==> config.mk <==
export PLATFORM = sky130hd
export DESIGN_NAME = pixel_to_ansi_text_encoder
export DESIGN_NICKNAME = d
export VERILOG_FILES = /design/src/rtl/core/p2a_pkg.sv /design/src/rtl/core/p2a_fifo.sv /design/src/rtl/core/p2a_front.sv /design/src/rtl/core/p2a_back.sv /design/src/rtl/core/pixel_to_ansi_text_encoder.sv
export SDC_FILE = /design/constraint.sdc
export NUM_CORES = 1
export LEC_CHECK = 0
export ABC_CLOCK_PERIOD_IN_PS = 7450
export BUFFER_PORTS_ARGS = -buffer_cell sky130_fd_sc_hd__buf_4
export CAP_MARGIN = 30
export CORE_UTILIZATION = 45
export DETAILED_ROUTE_END_ITERATION = 10
export PLACE_DENSITY_LB_ADDON = 0.3
export SETUP_SLACK_MARGIN = 0.15
export SLEW_MARGIN = 30
export SYNTH_ARGS = -nofsm -noshare
export SYNTH_HDL_FRONTEND = slang
export SYNTH_SLANG_ARGS = --single-unit
==> constraint.sdc <==
create_clock -name clk_i -period 7.45 [get_ports clk_i]
set_clock_uncertainty 0.1 [all_clocks]
set_input_delay 0.745 -clock clk_i [delete_from_list [all_inputs] [get_ports clk_i]]
set_output_delay 0.745 -clock clk_i [all_outputs]
set_load 0.01 [all_outputs]
==> src/rtl/core/p2a_pkg.sv <==
`timescale 1ns / 1ps
// Types, constants and helper functions of the pixel to ANSI text encoder.
package p2a_pkg;

  localparam int unsigned CfgAw = 2;
  localparam int unsigned CfgDw = 8;

  typedef enum logic [CfgAw-1:0] {
    CFG_COLOR_MODE   = 2'd0,
    CFG_ROW_WIDTH    = 2'd1,
    CFG_FRAME_HEIGHT = 2'd2
  } cfg_idx_e;

  localparam logic [1:0] ModeAnsi = 2'd1;
  localparam logic [1:0] ModeTrue = 2'd2;

  localparam logic [1:0] ResetColorMode   = 2'd0;
  localparam logic [7:0] ResetRowWidth    = 8'd120;
  localparam logic [6:0] ResetFrameHeight = 7'd60;

  typedef enum logic [1:0] {
    KIND_GRAY,
    KIND_ANSI,
    KIND_TRUE
  } job_kind_e;

  typedef struct packed {
    logic [7:0] red;
    logic [7:0] green;
    logic [7:0] blue;
    logic [7:0] gray;
  } pixel_t;

  typedef struct packed {
    logic [7:0] out_byte;
    logic       last;
    logic       frame_end;
  } text_t;

  // Decimal split of one 8-bit value: digit[0] hundreds, [1] tens, [2] ones;
  // first is the position of the leading printed digit.
  typedef struct packed {
    logic [2:0][3:0] digit;
    logic [1:0]      first;
  } dec_t;

  typedef struct packed {
    job_kind_e  kind;
    logic [7:0] glyph;
    logic [3:0] code_hi;
    logic [3:0] code_lo;
    dec_t [2:0] chan;
    logic       newline;
    logic       frame_end;
  } job_t;

  localparam int unsigned QDepth = 2;
  localparam int unsigned QIdxW  = (QDepth > 1) ? $clog2(QDepth) : 1;
  localparam int unsigned QCntW  = $clog2(QDepth + 1);

  // (r+g+b)/3 and x/10 by reciprocal multiply
  localparam int unsigned Div3Mul    = 683;
  localparam int unsigned Div3Shift  = 11;
  localparam int unsigned Div10Mul   = 205;
  localparam int unsigned Div10Shift = 11;

  localparam logic [7:0] DarkLimit   = 8'd30;
  localparam logic [7:0] GrayBand    = 8'd20;
  localparam logic [7:0] WhiteLimit  = 8'd200;
  localparam logic [7:0] LightLimit  = 8'd120;
  localparam logic [7:0] BrightLimit = 8'd128;

  localparam logic [7:0] CharEsc  = 8'h1B;
  localparam logic [7:0] CharLbr  = 8'h5B;
  localparam logic [7:0] CharM    = 8'h6D;
  localparam logic [7:0] CharSemi = 8'h3B;
  localparam logic [7:0] CharNl   = 8'h0A;
  localparam logic [7:0] CharZero = 8'h30;

  localparam int unsigned PfxLen = 5;
  localparam int unsigned RstLen = 4;
  localparam logic [7:0] TRUE_PFX [PfxLen] = '{8'h33, 8'h38, 8'h3B, 8'h32, 8'h3B};
  localparam logic [7:0] RST_SEQ  [RstLen] = '{8'h1B, 8'h5B, 8'h30, 8'h6D};

  localparam int unsigned GlyphSteps = 9;
  // smallest level with level*9/255 >= k, for k = 1..9
  localparam logic [7:0] GLYPH_THR [GlyphSteps] =
    '{8'd29, 8'd57, 8'd85, 8'd114, 8'd142, 8'd170, 8'd199, 8'd227, 8'd255};
  localparam logic [7:0] GLYPH_RAMP [GlyphSteps+1] =
    '{8'h40, 8'h25, 8'h23, 8'h2A, 8'h2B, 8'h3D, 8'h2D, 8'h3A, 8'h2E, 8'h20};

  function automatic logic [7:0] glyph_of(input logic [7:0] lvl);
    logic [3:0] idx;
    idx = '0;
    for (int k = 0; k < GlyphSteps; k++) begin
      if (lvl >= GLYPH_THR[k]) idx = idx + 4'd1;
    end
    return GLYPH_RAMP[idx];
  endfunction

  function automatic dec_t dec_split(input logic [7:0] v);
    dec_t        res;
    logic [1:0]  hun;
    logic [7:0]  rem;
    logic [15:0] prod;
    logic [3:0]  tens;
    logic [7:0]  ones;
    if (v >= 8'd200) hun = 2'd2;
    else if (v >= 8'd100) hun = 2'd1;
    else hun = 2'd0;
    rem  = v - ((hun == 2'd2) ? 8'd200 : (hun == 2'd1) ? 8'd100 : 8'd0);
    prod = 16'(rem) * 16'(Div10Mul);
    tens = prod[Div10Shift +: 4];
    ones = rem - ({4'b0, tens} * 8'd10);
    res.digit[0] = {2'b0, hun};
    res.digit[1] = tens;
    res.digit[2] = ones[3:0];
    if (v >= 8'd100) res.first = 2'd0;
    else if (v >= 8'd10) res.first = 2'd1;
    else res.first = 2'd2;
    return res;
  endfunction

endpackage

==> src/rtl/core/p2a_fifo.sv <==
`timescale 1ns / 1ps
// Short job queue between the classifying front and the byte sequencer.
module p2a_fifo import p2a_pkg::*; (
  input  logic clk_i,
  input  logic rst_ni,
  input  logic push_i,
  input  job_t push_job_i,
  output logic full_o,
  input  logic pop_i,
  output logic head_vld_o,
  output job_t head_job_o
);

  job_t             slot_q [QDepth];
  logic [QIdxW-1:0] wr_ptr_q, wr_ptr_d;
  logic [QIdxW-1:0] rd_ptr_q, rd_ptr_d;
  logic [QCntW-1:0] cnt_q, cnt_d;

  assign full_o     = (cnt_q == QCntW'(QDepth));
  assign head_vld_o = (cnt_q != '0);
  assign head_job_o = slot_q[rd_ptr_q];

  always_comb begin
    wr_ptr_d = wr_ptr_q;
    rd_ptr_d = rd_ptr_q;
    cnt_d    = cnt_q;
    if (push_i) begin
      wr_ptr_d = (wr_ptr_q == QIdxW'(QDepth - 1)) ? '0 : wr_ptr_q + QIdxW'(1);
    end
    if (pop_i) begin
      rd_ptr_d = (rd_ptr_q == QIdxW'(QDepth - 1)) ? '0 : rd_ptr_q + QIdxW'(1);
    end
    if (push_i && !pop_i) cnt_d = cnt_q + QCntW'(1);
    else if (pop_i && !push_i) cnt_d = cnt_q - QCntW'(1);
  end

  always_ff @(posedge clk_i or negedge rst_ni) begin
    if (!rst_ni) begin
      wr_ptr_q <= '0;
      rd_ptr_q <= '0;
      cnt_q    <= '0;
    end else begin
      wr_ptr_q <= wr_ptr_d;
      rd_ptr_q <= rd_ptr_d;
      cnt_q    <= cnt_d;
    end
  end

  always_ff @(posedge clk_i) begin
    if (push_i) slot_q[wr_ptr_q] <= push_job_i;
  end

endmodule

==> src/rtl/core/p2a_front.sv <==
`timescale 1ns / 1ps
// Front end: configuration, row and frame tracking, pixel classification into jobs.
module p2a_front import p2a_pkg::*; (
  input  logic             clk_i,
  input  logic             rst_ni,
  input  logic             in_valid_i,
  output logic             in_stall_o,
  input  pixel_t           in_pixel_i,
  input  logic             cfg_we_i,
  input  logic [CfgAw-1:0] cfg_idx_i,
  input  logic [CfgDw-1:0] cfg_wdata_i,
  output logic             push_o,
  output job_t             push_job_o,
  input  logic             full_i
);

  logic [1:0] mode_q;
  logic [7:0] row_width_q;
  logic [6:0] frame_height_q;
  logic [7:0] col_q, col_d;
  logic [6:0] row_q, row_d;

  logic       stg_vld_q, stg_vld_d;
  pixel_t     stg_pix_q;
  logic [7:0] stg_avg_q;
  job_kind_e  stg_kind_q, kind_d;
  logic       stg_nl_q, nl_d;
  logic       stg_fe_q, fe_d;

  logic        accept;
  logic [9:0]  sum;
  logic [19:0] avg_prod;
  logic [8:0]  col_next;
  logic [7:0]  row_next;

  assign in_stall_o = stg_vld_q && full_i;
  assign accept     = in_valid_i && !in_stall_o;
  assign push_o     = stg_vld_q && !full_i;

  assign sum      = 10'(in_pixel_i.red) + 10'(in_pixel_i.green) + 10'(in_pixel_i.blue);
  assign avg_prod = 20'(sum) * 20'(Div3Mul);
  assign col_next = {1'b0, col_q} + 9'd1;
  assign row_next = {1'b0, row_q} + 8'd1;

  always_comb begin
    nl_d  = (col_next >= {1'b0, row_width_q});
    fe_d  = nl_d && (row_next >= {1'b0, frame_height_q});
    col_d = col_q;
    row_d = row_q;
    if (accept) begin
      col_d = nl_d ? '0 : col_next[7:0];
      if (nl_d) row_d = fe_d ? '0 : row_next[6:0];
    end
    if (mode_q == ModeAnsi) kind_d = KIND_ANSI;
    else if (mode_q == ModeTrue) kind_d = KIND_TRUE;
    else kind_d = KIND_GRAY;
    stg_vld_d = stg_vld_q;
    if (accept) stg_vld_d = 1'b1;
    else if (push_o) stg_vld_d = 1'b0;
  end

  always_ff @(posedge clk_i or negedge rst_ni) begin
    if (!rst_ni) begin
      mode_q         <= ResetColorMode;
      row_width_q    <= ResetRowWidth;
      frame_height_q <= ResetFrameHeight;
      col_q          <= '0;
      row_q          <= '0;
      stg_vld_q      <= 1'b0;
    end else begin
      if (cfg_we_i) begin
        unique case (cfg_idx_e'(cfg_idx_i))
          CFG_COLOR_MODE:   mode_q         <= cfg_wdata_i[1:0];
          CFG_ROW_WIDTH:    row_width_q    <= cfg_wdata_i[7:0];
          CFG_FRAME_HEIGHT: frame_height_q <= cfg_wdata_i[6:0];
          default: ;
        endcase
      end
      col_q     <= col_d;
      row_q     <= row_d;
      stg_vld_q <= stg_vld_d;
    end
  end

  always_ff @(posedge clk_i) begin
    if (accept) begin
      stg_pix_q  <= in_pixel_i;
      stg_avg_q  <= avg_prod[Div3Shift +: 8];
      stg_kind_q <= kind_d;
      stg_nl_q   <= nl_d;
      stg_fe_q   <= fe_d;
    end
  end

  // Classification of the staged pixel
  logic [7:0] mx, mn, spread;
  logic       bright;
  logic [3:0] hi, lo;
  logic       r_top, g_top, b_top;

  always_comb begin
    mx = stg_pix_q.red;
    if (stg_pix_q.green > mx) mx = stg_pix_q.green;
    if (stg_pix_q.blue > mx) mx = stg_pix_q.blue;
    mn = stg_pix_q.red;
    if (stg_pix_q.green < mn) mn = stg_pix_q.green;
    if (stg_pix_q.blue < mn) mn = stg_pix_q.blue;
    spread = mx - mn;
    bright = stg_avg_q > BrightLimit;
    r_top  = (stg_pix_q.red > stg_pix_q.green) && (stg_pix_q.red > stg_pix_q.blue);
    g_top  = (stg_pix_q.green > stg_pix_q.red) && (stg_pix_q.green > stg_pix_q.blue);
    b_top  = (stg_pix_q.blue > stg_pix_q.red) && (stg_pix_q.blue > stg_pix_q.green);
    priority if (stg_avg_q < DarkLimit) begin
      hi = 4'd3; lo = 4'd0;
    end else if (spread < GrayBand) begin
      if (stg_avg_q > WhiteLimit) begin
        hi = 4'd9; lo = 4'd7;
      end else if (stg_avg_q > LightLimit) begin
        hi = 4'd3; lo = 4'd7;
      end else begin
        hi = 4'd9; lo = 4'd0;
      end
    end else if (r_top) begin
      hi = bright ? 4'd9 : 4'd3; lo = 4'd1;
    end else if (g_top) begin
      hi = bright ? 4'd9 : 4'd3; lo = 4'd2;
    end else if (b_top) begin
      hi = bright ? 4'd9 : 4'd3; lo = 4'd4;
    end else begin
      hi = 4'd3; lo = 4'd7;
    end
  end

  always_comb begin
    push_job_o.kind      = stg_kind_q;
    push_job_o.glyph     = glyph_of((stg_kind_q == KIND_GRAY) ? stg_pix_q.gray : stg_avg_q);
    push_job_o.code_hi   = hi;
    push_job_o.code_lo   = lo;
    push_job_o.chan[0]   = dec_split(stg_pix_q.red);
    push_job_o.chan[1]   = dec_split(stg_pix_q.green);
    push_job_o.chan[2]   = dec_split(stg_pix_q.blue);
    push_job_o.newline   = stg_nl_q;
    push_job_o.frame_end = stg_fe_q;
  end

endmodule

==> src/rtl/core/p2a_back.sv <==
`timescale 1ns / 1ps
// Back end: walks the head job and emits its text one byte per cycle while the output is not stalled.
module p2a_back import p2a_pkg::*; (
  input  logic  clk_i,
  input  logic  rst_ni,
  input  logic  head_vld_i,
  input  job_t  head_job_i,
  output logic  pop_o,
  output logic  out_valid_o,
  input  logic  out_stall_i,
  output text_t out_text_o
);

  typedef enum logic [3:0] {
    SQ_HEAD, SQ_LBR, SQ_CODE, SQ_PFX, SQ_DEC, SQ_SEP, SQ_M, SQ_GLYPH, SQ_RST, SQ_NL
  } seq_e;

  seq_e       seq_q, seq_d, eff;
  logic [2:0] sub_q, sub_d;
  logic [1:0] ch_q, ch_d, ch_nxt;
  logic       out_vld_q;
  text_t      out_q;

  logic       fire, done;
  logic [7:0] txt_byte;

  assign fire        = head_vld_i && (!out_vld_q || !out_stall_i);
  assign pop_o       = fire && done;
  assign out_valid_o = out_vld_q;
  assign out_text_o  = out_q;
  assign ch_nxt      = ch_q + 2'd1;

  always_comb begin
    eff = seq_q;
    if (seq_q == SQ_HEAD && head_job_i.kind == KIND_GRAY) eff = SQ_GLYPH;
    txt_byte = CharEsc;
    done     = 1'b0;
    seq_d    = seq_q;
    sub_d    = sub_q;
    ch_d     = ch_q;
    unique case (eff)
      SQ_HEAD: begin
        txt_byte = CharEsc;
        seq_d    = SQ_LBR;
      end
      SQ_LBR: begin
        txt_byte = CharLbr;
        sub_d    = '0;
        seq_d    = (head_job_i.kind == KIND_ANSI) ? SQ_CODE : SQ_PFX;
      end
      SQ_CODE: begin
        txt_byte = CharZero + {4'b0, (sub_q == 3'd0) ? head_job_i.code_hi : head_job_i.code_lo};
        if (sub_q == 3'd0) sub_d = 3'd1;
        else seq_d = SQ_M;
      end
      SQ_PFX: begin
        txt_byte = TRUE_PFX[sub_q];
        if (sub_q == 3'(PfxLen - 1)) begin
          seq_d = SQ_DEC;
          ch_d  = '0;
          sub_d = {1'b0, head_job_i.chan[0].first};
        end else begin
          sub_d = sub_q + 3'd1;
        end
      end
      SQ_DEC: begin
        txt_byte = CharZero + {4'b0, head_job_i.chan[ch_q].digit[sub_q[1:0]]};
        if (sub_q[1:0] == 2'd2) seq_d = (ch_q == 2'd2) ? SQ_M : SQ_SEP;
        else sub_d = sub_q + 3'd1;
      end
      SQ_SEP: begin
        txt_byte = CharSemi;
        ch_d     = ch_nxt;
        sub_d    = {1'b0, head_job_i.chan[ch_nxt].first};
        seq_d    = SQ_DEC;
      end
      SQ_M: begin
        txt_byte = CharM;
        seq_d    = SQ_GLYPH;
      end
      SQ_GLYPH: begin
        txt_byte = head_job_i.glyph;
        if (head_job_i.kind != KIND_GRAY) begin
          seq_d = SQ_RST;
          sub_d = '0;
        end else if (head_job_i.newline) begin
          seq_d = SQ_NL;
        end else begin
          done = 1'b1;
        end
      end
      SQ_RST: begin
        txt_byte = RST_SEQ[sub_q[1:0]];
        if (sub_q[1:0] == 2'(RstLen - 1)) begin
          if (head_job_i.newline) seq_d = SQ_NL;
          else done = 1'b1;
        end else begin
          sub_d = sub_q + 3'd1;
        end
      end
      SQ_NL: begin
        txt_byte = CharNl;
        done     = 1'b1;
      end
      default: begin
        seq_d = SQ_HEAD;
      end
    endcase
  end

  always_ff @(posedge clk_i or negedge rst_ni) begin
    if (!rst_ni) begin
      seq_q     <= SQ_HEAD;
      sub_q     <= '0;
      ch_q      <= '0;
      out_vld_q <= 1'b0;
      out_q     <= '0;
    end else if (fire) begin
      out_vld_q       <= 1'b1;
      out_q.out_byte  <= txt_byte;
      out_q.last      <= done;
      out_q.frame_end <= done && (eff == SQ_NL) && head_job_i.frame_end;
      // restart at the head of the next job once this one is out
      seq_q           <= done ? SQ_HEAD : seq_d;
      sub_q           <= done ? '0 : sub_d;
      ch_q            <= done ? '0 : ch_d;
    end else if (!out_stall_i) begin
      out_vld_q <= 1'b0;
    end
  end

endmodule

==> src/rtl/core/pixel_to_ansi_text_encoder.sv <==
`timescale 1ns / 1ps
// Top level of the pixel to ANSI text encoder: front, job queue and byte sequencer.
//
//   channel  direction  handshake                 beat
//   in       sink       in_valid_i / in_stall_o   pixel_t: red, green, blue, gray
//   out      source     out_valid_o / out_stall_i text_t: out_byte, last, frame_end
//   cfg      sink       cfg_we_i                  cfg_idx_i, cfg_wdata_i
//
// One output byte per cycle while the output is not stalled; a pixel's text is
// 1-2 bytes in gray mode, 10-11 with 16-colour escapes, 18-25 with 24-bit escapes.
// The single output register of the sequencer sets this rate.
// First byte of a pixel passes the front's staging register, a queue slot and the sequencer's output register.
// Reset is asynchronous; the row and column counts clear, configuration registers take their defaults.
// out_stall_i holds the current beat; pixels keep entering while the queue has room.
module pixel_to_ansi_text_encoder import p2a_pkg::*; (
  input  logic             clk_i,
  input  logic             rst_ni,
  input  logic             in_valid_i,
  output logic             in_stall_o,
  input  pixel_t           in_pixel_i,
  output logic             out_valid_o,
  input  logic             out_stall_i,
  output text_t            out_text_o,
  input  logic             cfg_we_i,
  input  logic [CfgAw-1:0] cfg_idx_i,
  input  logic [CfgDw-1:0] cfg_wdata_i
);

  logic push, full, pop, head_vld;
  job_t push_job, head_job;

  p2a_front u_front (
    .clk_i       (clk_i),
    .rst_ni      (rst_ni),
    .in_valid_i  (in_valid_i),
    .in_stall_o  (in_stall_o),
    .in_pixel_i  (in_pixel_i),
    .cfg_we_i    (cfg_we_i),
    .cfg_idx_i   (cfg_idx_i),
    .cfg_wdata_i (cfg_wdata_i),
    .push_o      (push),
    .push_job_o  (push_job),
    .full_i      (full)
  );

  p2a_fifo u_fifo (
    .clk_i      (clk_i),
    .rst_ni     (rst_ni),
    .push_i     (push),
    .push_job_i (push_job),
    .full_o     (full),
    .pop_i      (pop),
    .head_vld_o (head_vld),
    .head_job_o (head_job)
  );

  p2a_back u_back (
    .clk_i       (clk_i),
    .rst_ni      (rst_ni),
    .head_vld_i  (head_vld),
    .head_job_i  (head_job),
    .pop_o       (pop),
    .out_valid_o (out_valid_o),
    .out_stall_i (out_stall_i),
    .out_text_o  (out_text_o)
  );

endmodule

==> out/qor.yml <==
run_status:
  status: "completed"
floorplanning:
  core-area_mm2: 0.0387
  ios: 59
  die_area_mm2: 0.0402
  die_x_um: 200
  rows: 72
  fp.dieH_um: 200
  start_util_pct: 45.7
drt:
  via_count: 12497
  wl_per_cell_um: 16.2
  routed_wl_um: 37700
  final_antenna_net_count: 0
  dr.pass1.iters: 6
  drt_iter0_markers: 684
  viasPerCell: 5.38
  drc_errors: 0
critical_path:
  cp.arrival_ps: 7050
  critPathLaunchType: "register"
  crit_family: "adder cells"
  criticalPathCategory: "reg -> reg"
  critPathBufInv: 8
  slowest_delay_ps: 540
  cp.required_ps: 7620
  path_max_fanout: 4
  crit_start: "u_front.stg_pix_q[12]"
  critPathSlowestCell: "fa_1"
  r2r_start: "u_front.stg_pix_q[12]"
  cp-end-kind: "register"
  critPathMostFrequentCell: "inv_1"
timing:
  relSlewSlack_pct: 38.3
  min_period_ps: 6880
  timing.fmax_ghz: 0.145
  setup_viol: 0
  final-hold-violation-count: 0
  period_share_pct: 92.4
  grt_setup_unrepaired: "false"
  worst_pin_slew_ps: 925
  drv_slew: 0
clock_tree:
  cts_hold_buf: 0
  htreeDepth: 1
  cts_tree: "done"
  numCtsBuffers: 23
  cts_num_sinks: 204
  clkLatencyLatePin_ps: 530
  cts.path.max_buffers: 3
  cts-root-buf: "clkbuf_16"
  clkTransAtPathRegs_ps: 60
final_layout:
  instances_no_fill: 2325
  ff_latch_area_mm2: 0.00586
  final_net_count: 2191
  num_antenna_cells: 0
  fillers: 3509
  drive_above_1_share_pct: 12.5
  multi_input_area_mm2: 0.0108
  areaGrowthSynthToFinish_pct: 11.5
grt:
  grt_pass1_wl_um: 64100
  grt_start_max_net_pins: 57
  grtUsageTotal_pct: 19.2
  grt-ovfl-total: 0
  antenna_found_initial: 0
  grt_pass1_vias: 12968
logic_synthesis:
  syn_avg_cell_area_um2: 10.4
  ys_types: 90
  yosys_warnings: 0
  ys_top_cells_by_area: "edfxtp_1 (25%), ha_1 (21%), fa_1 (6.9%), dfrtp_1 (6.8%), inv_1 (5.3%)"
  synthesis.nets: 2107
  synth_seq_cells: 204
  synth.largest_area_cell: "edfxtp_1"
  synth_edf_count: 148
  yosysSeqAreaShare_pct: 33.1
  yosysMostFrequentCell: "ha_1"
  synth_ff_type: "edfxtp_1"
  synth_cells: 1706
  async_flop_share_pct: 27.5
  netlist_top_cells_count: "ha_1 (293), inv_1 (251), edfxtp_1 (148)"
  mappedNetlistArea_mm2: 0.0177
  netlist.area_leader.share_pct: 25.1
place:
  gp_congestion: 0.883
  hpwl_um: 29800
  dp_cells: 2276
  port_buffers: 57
min_path:
  hold_path.class: "in -> async"
flow_run:
  maxCapViolations: 0
state kept, by name, summed over array words and instances (netlist names), 3 cells and up:
register and flops:
u_front.col_q 8, u_fifo.slot_q 104, u_front.frame_height_q 7, u_front.stg_avg_q 8
u_front.stg_pix_q 32, u_back.seq_q 4, u_front.row_q 7, u_front.row_width_q 8
u_back.out_text_o 9, u_back.sub_q 3
what timing repair did:
item,4_1_cts,5_1_grt
buffers inserted,0,7
setup endpoints to repair,0,8
gates resized for setup,0,13
endpoints found under the hold margin,0,0
worst paths after layout:
| path | endpoint | slack [ps] | cells after the start |
|---|---|---|---|
| worst max-delay path | u_fifo.slot_q[1][37] | 570 | 31 |
| worst min-delay path | u_front.frame_height_q[6] | 180 | 1 |
| worst max register to register | u_fifo.slot_q[1][37] | 570 | 31 |
| worst min register to register | u_fifo.slot_q[1][0] | 350 | 0 |
| max in group asynchronous | u_fifo.rd_ptr_q | 6540 | 1 |
| min in group clk_i | u_front.stg_pix_q[2] | 290 | 1 |
layout by cell type, fill, tap and decap left out, types with 6 or more instances in the layout:
| master | netlist | final |
|---|---|---|
| fa_1 | 61 | 61 |
| a21oi_1 | 85 | 84 |
| dfstp_2 | 8 | 8 |
| o2111ai_1 | 6 | 6 |
| or3_1 | 9 | 9 |
| mux2i_1 | 40 | 40 |
| clkinv_1 | 3 | 7 |
| nor3_1 | 17 | 17 |
| o31a_1 | 6 | 6 |
| a31oi_1 | 7 | 7 |
| nand2_1 | 110 | 110 |
| mux4_2 | 12 | 12 |
| o21ai_0 | 74 | 74 |
| xnor2_1 | 63 | 59 |
| clkbuf_16 | 0 | 23 |
| edfxtp_1 | 148 | 148 |
| nand3_1 | 20 | 20 |
| and3_1 | 8 | 7 |
| nand4_1 | 14 | 14 |
| o22ai_1 | 8 | 8 |
| a211oi_1 | 7 | 7 |
| o211ai_1 | 8 | 8 |
| o31ai_1 | 7 | 6 |
| xor2_1 | 29 | 27 |
| a21o_1 | 31 | 31 |
| nor4_1 | 10 | 10 |
| dfrtp_1 | 48 | 47 |
| mux2_2 | 38 | 38 |
| ha_1 | 293 | 293 |
| nor2_1 | 86 | 85 |
| o21bai_1 | 11 | 11 |
| buf_4 | 2 | 91 |
| nand2b_1 | 27 | 27 |
| inv_1 | 251 | 249 |
| nor2b_1 | 18 | 18 |
| o21a_1 | 13 | 13 |
cells by family after synthesis:
family	synth area share [%]
muxes	6.20
adders and majority gates	27.6
AOI/OAI and AO/OA	11.9
buffers and inverters	6.17
xor gates and xnor gates	5.08
DFF	33.1
and+or+nand+nor	10.0
other	0.0212
per-stage QoR:
step	hold slack, ps	util (%)	cell area [um2]	setup TNS (ps)	worst slack (ps)
floorplan	321	-	17700	0	590
global placement	329	48.7	18900	0	202
detailed placement	334	48.7	18900	-9.67	-9.67
CTS	202	50.6	19600	0	174
global route	236	51.0	19700	0	153
finish	184	51.0	19700	0	567
layout make-up:
cell class	count	area share, %
clock inverters	14	0.836
well taps	518	3.28
multi-input cells	1216	54.9
clock buffers	28	3.01
repair buffers	91	3.46
flip-flops and latches	204	29.7
inverters	254	4.83
layer usage:
| layer | vias to the layer above | routed length, um | part of all wire [%] | GRT usage (%) |
|---|---|---|---|---|
| met5 | - | 0 | 0 | 0 |
| met4 | 0 | 995 | 2.6 | 5.70 |
| met3 | 71 | 1590 | 4.2 | 2.00 |
| met2 | 256 | 17300 | 46 | 32.0 |
| met1 | 5966 | 17800 | 47 | 26.5 |
| li1 | 6204 | - | - | - |
Power is not shown: default switching activity piles up to over one toggle a cycle in this logic, so the estimate is an artifact.
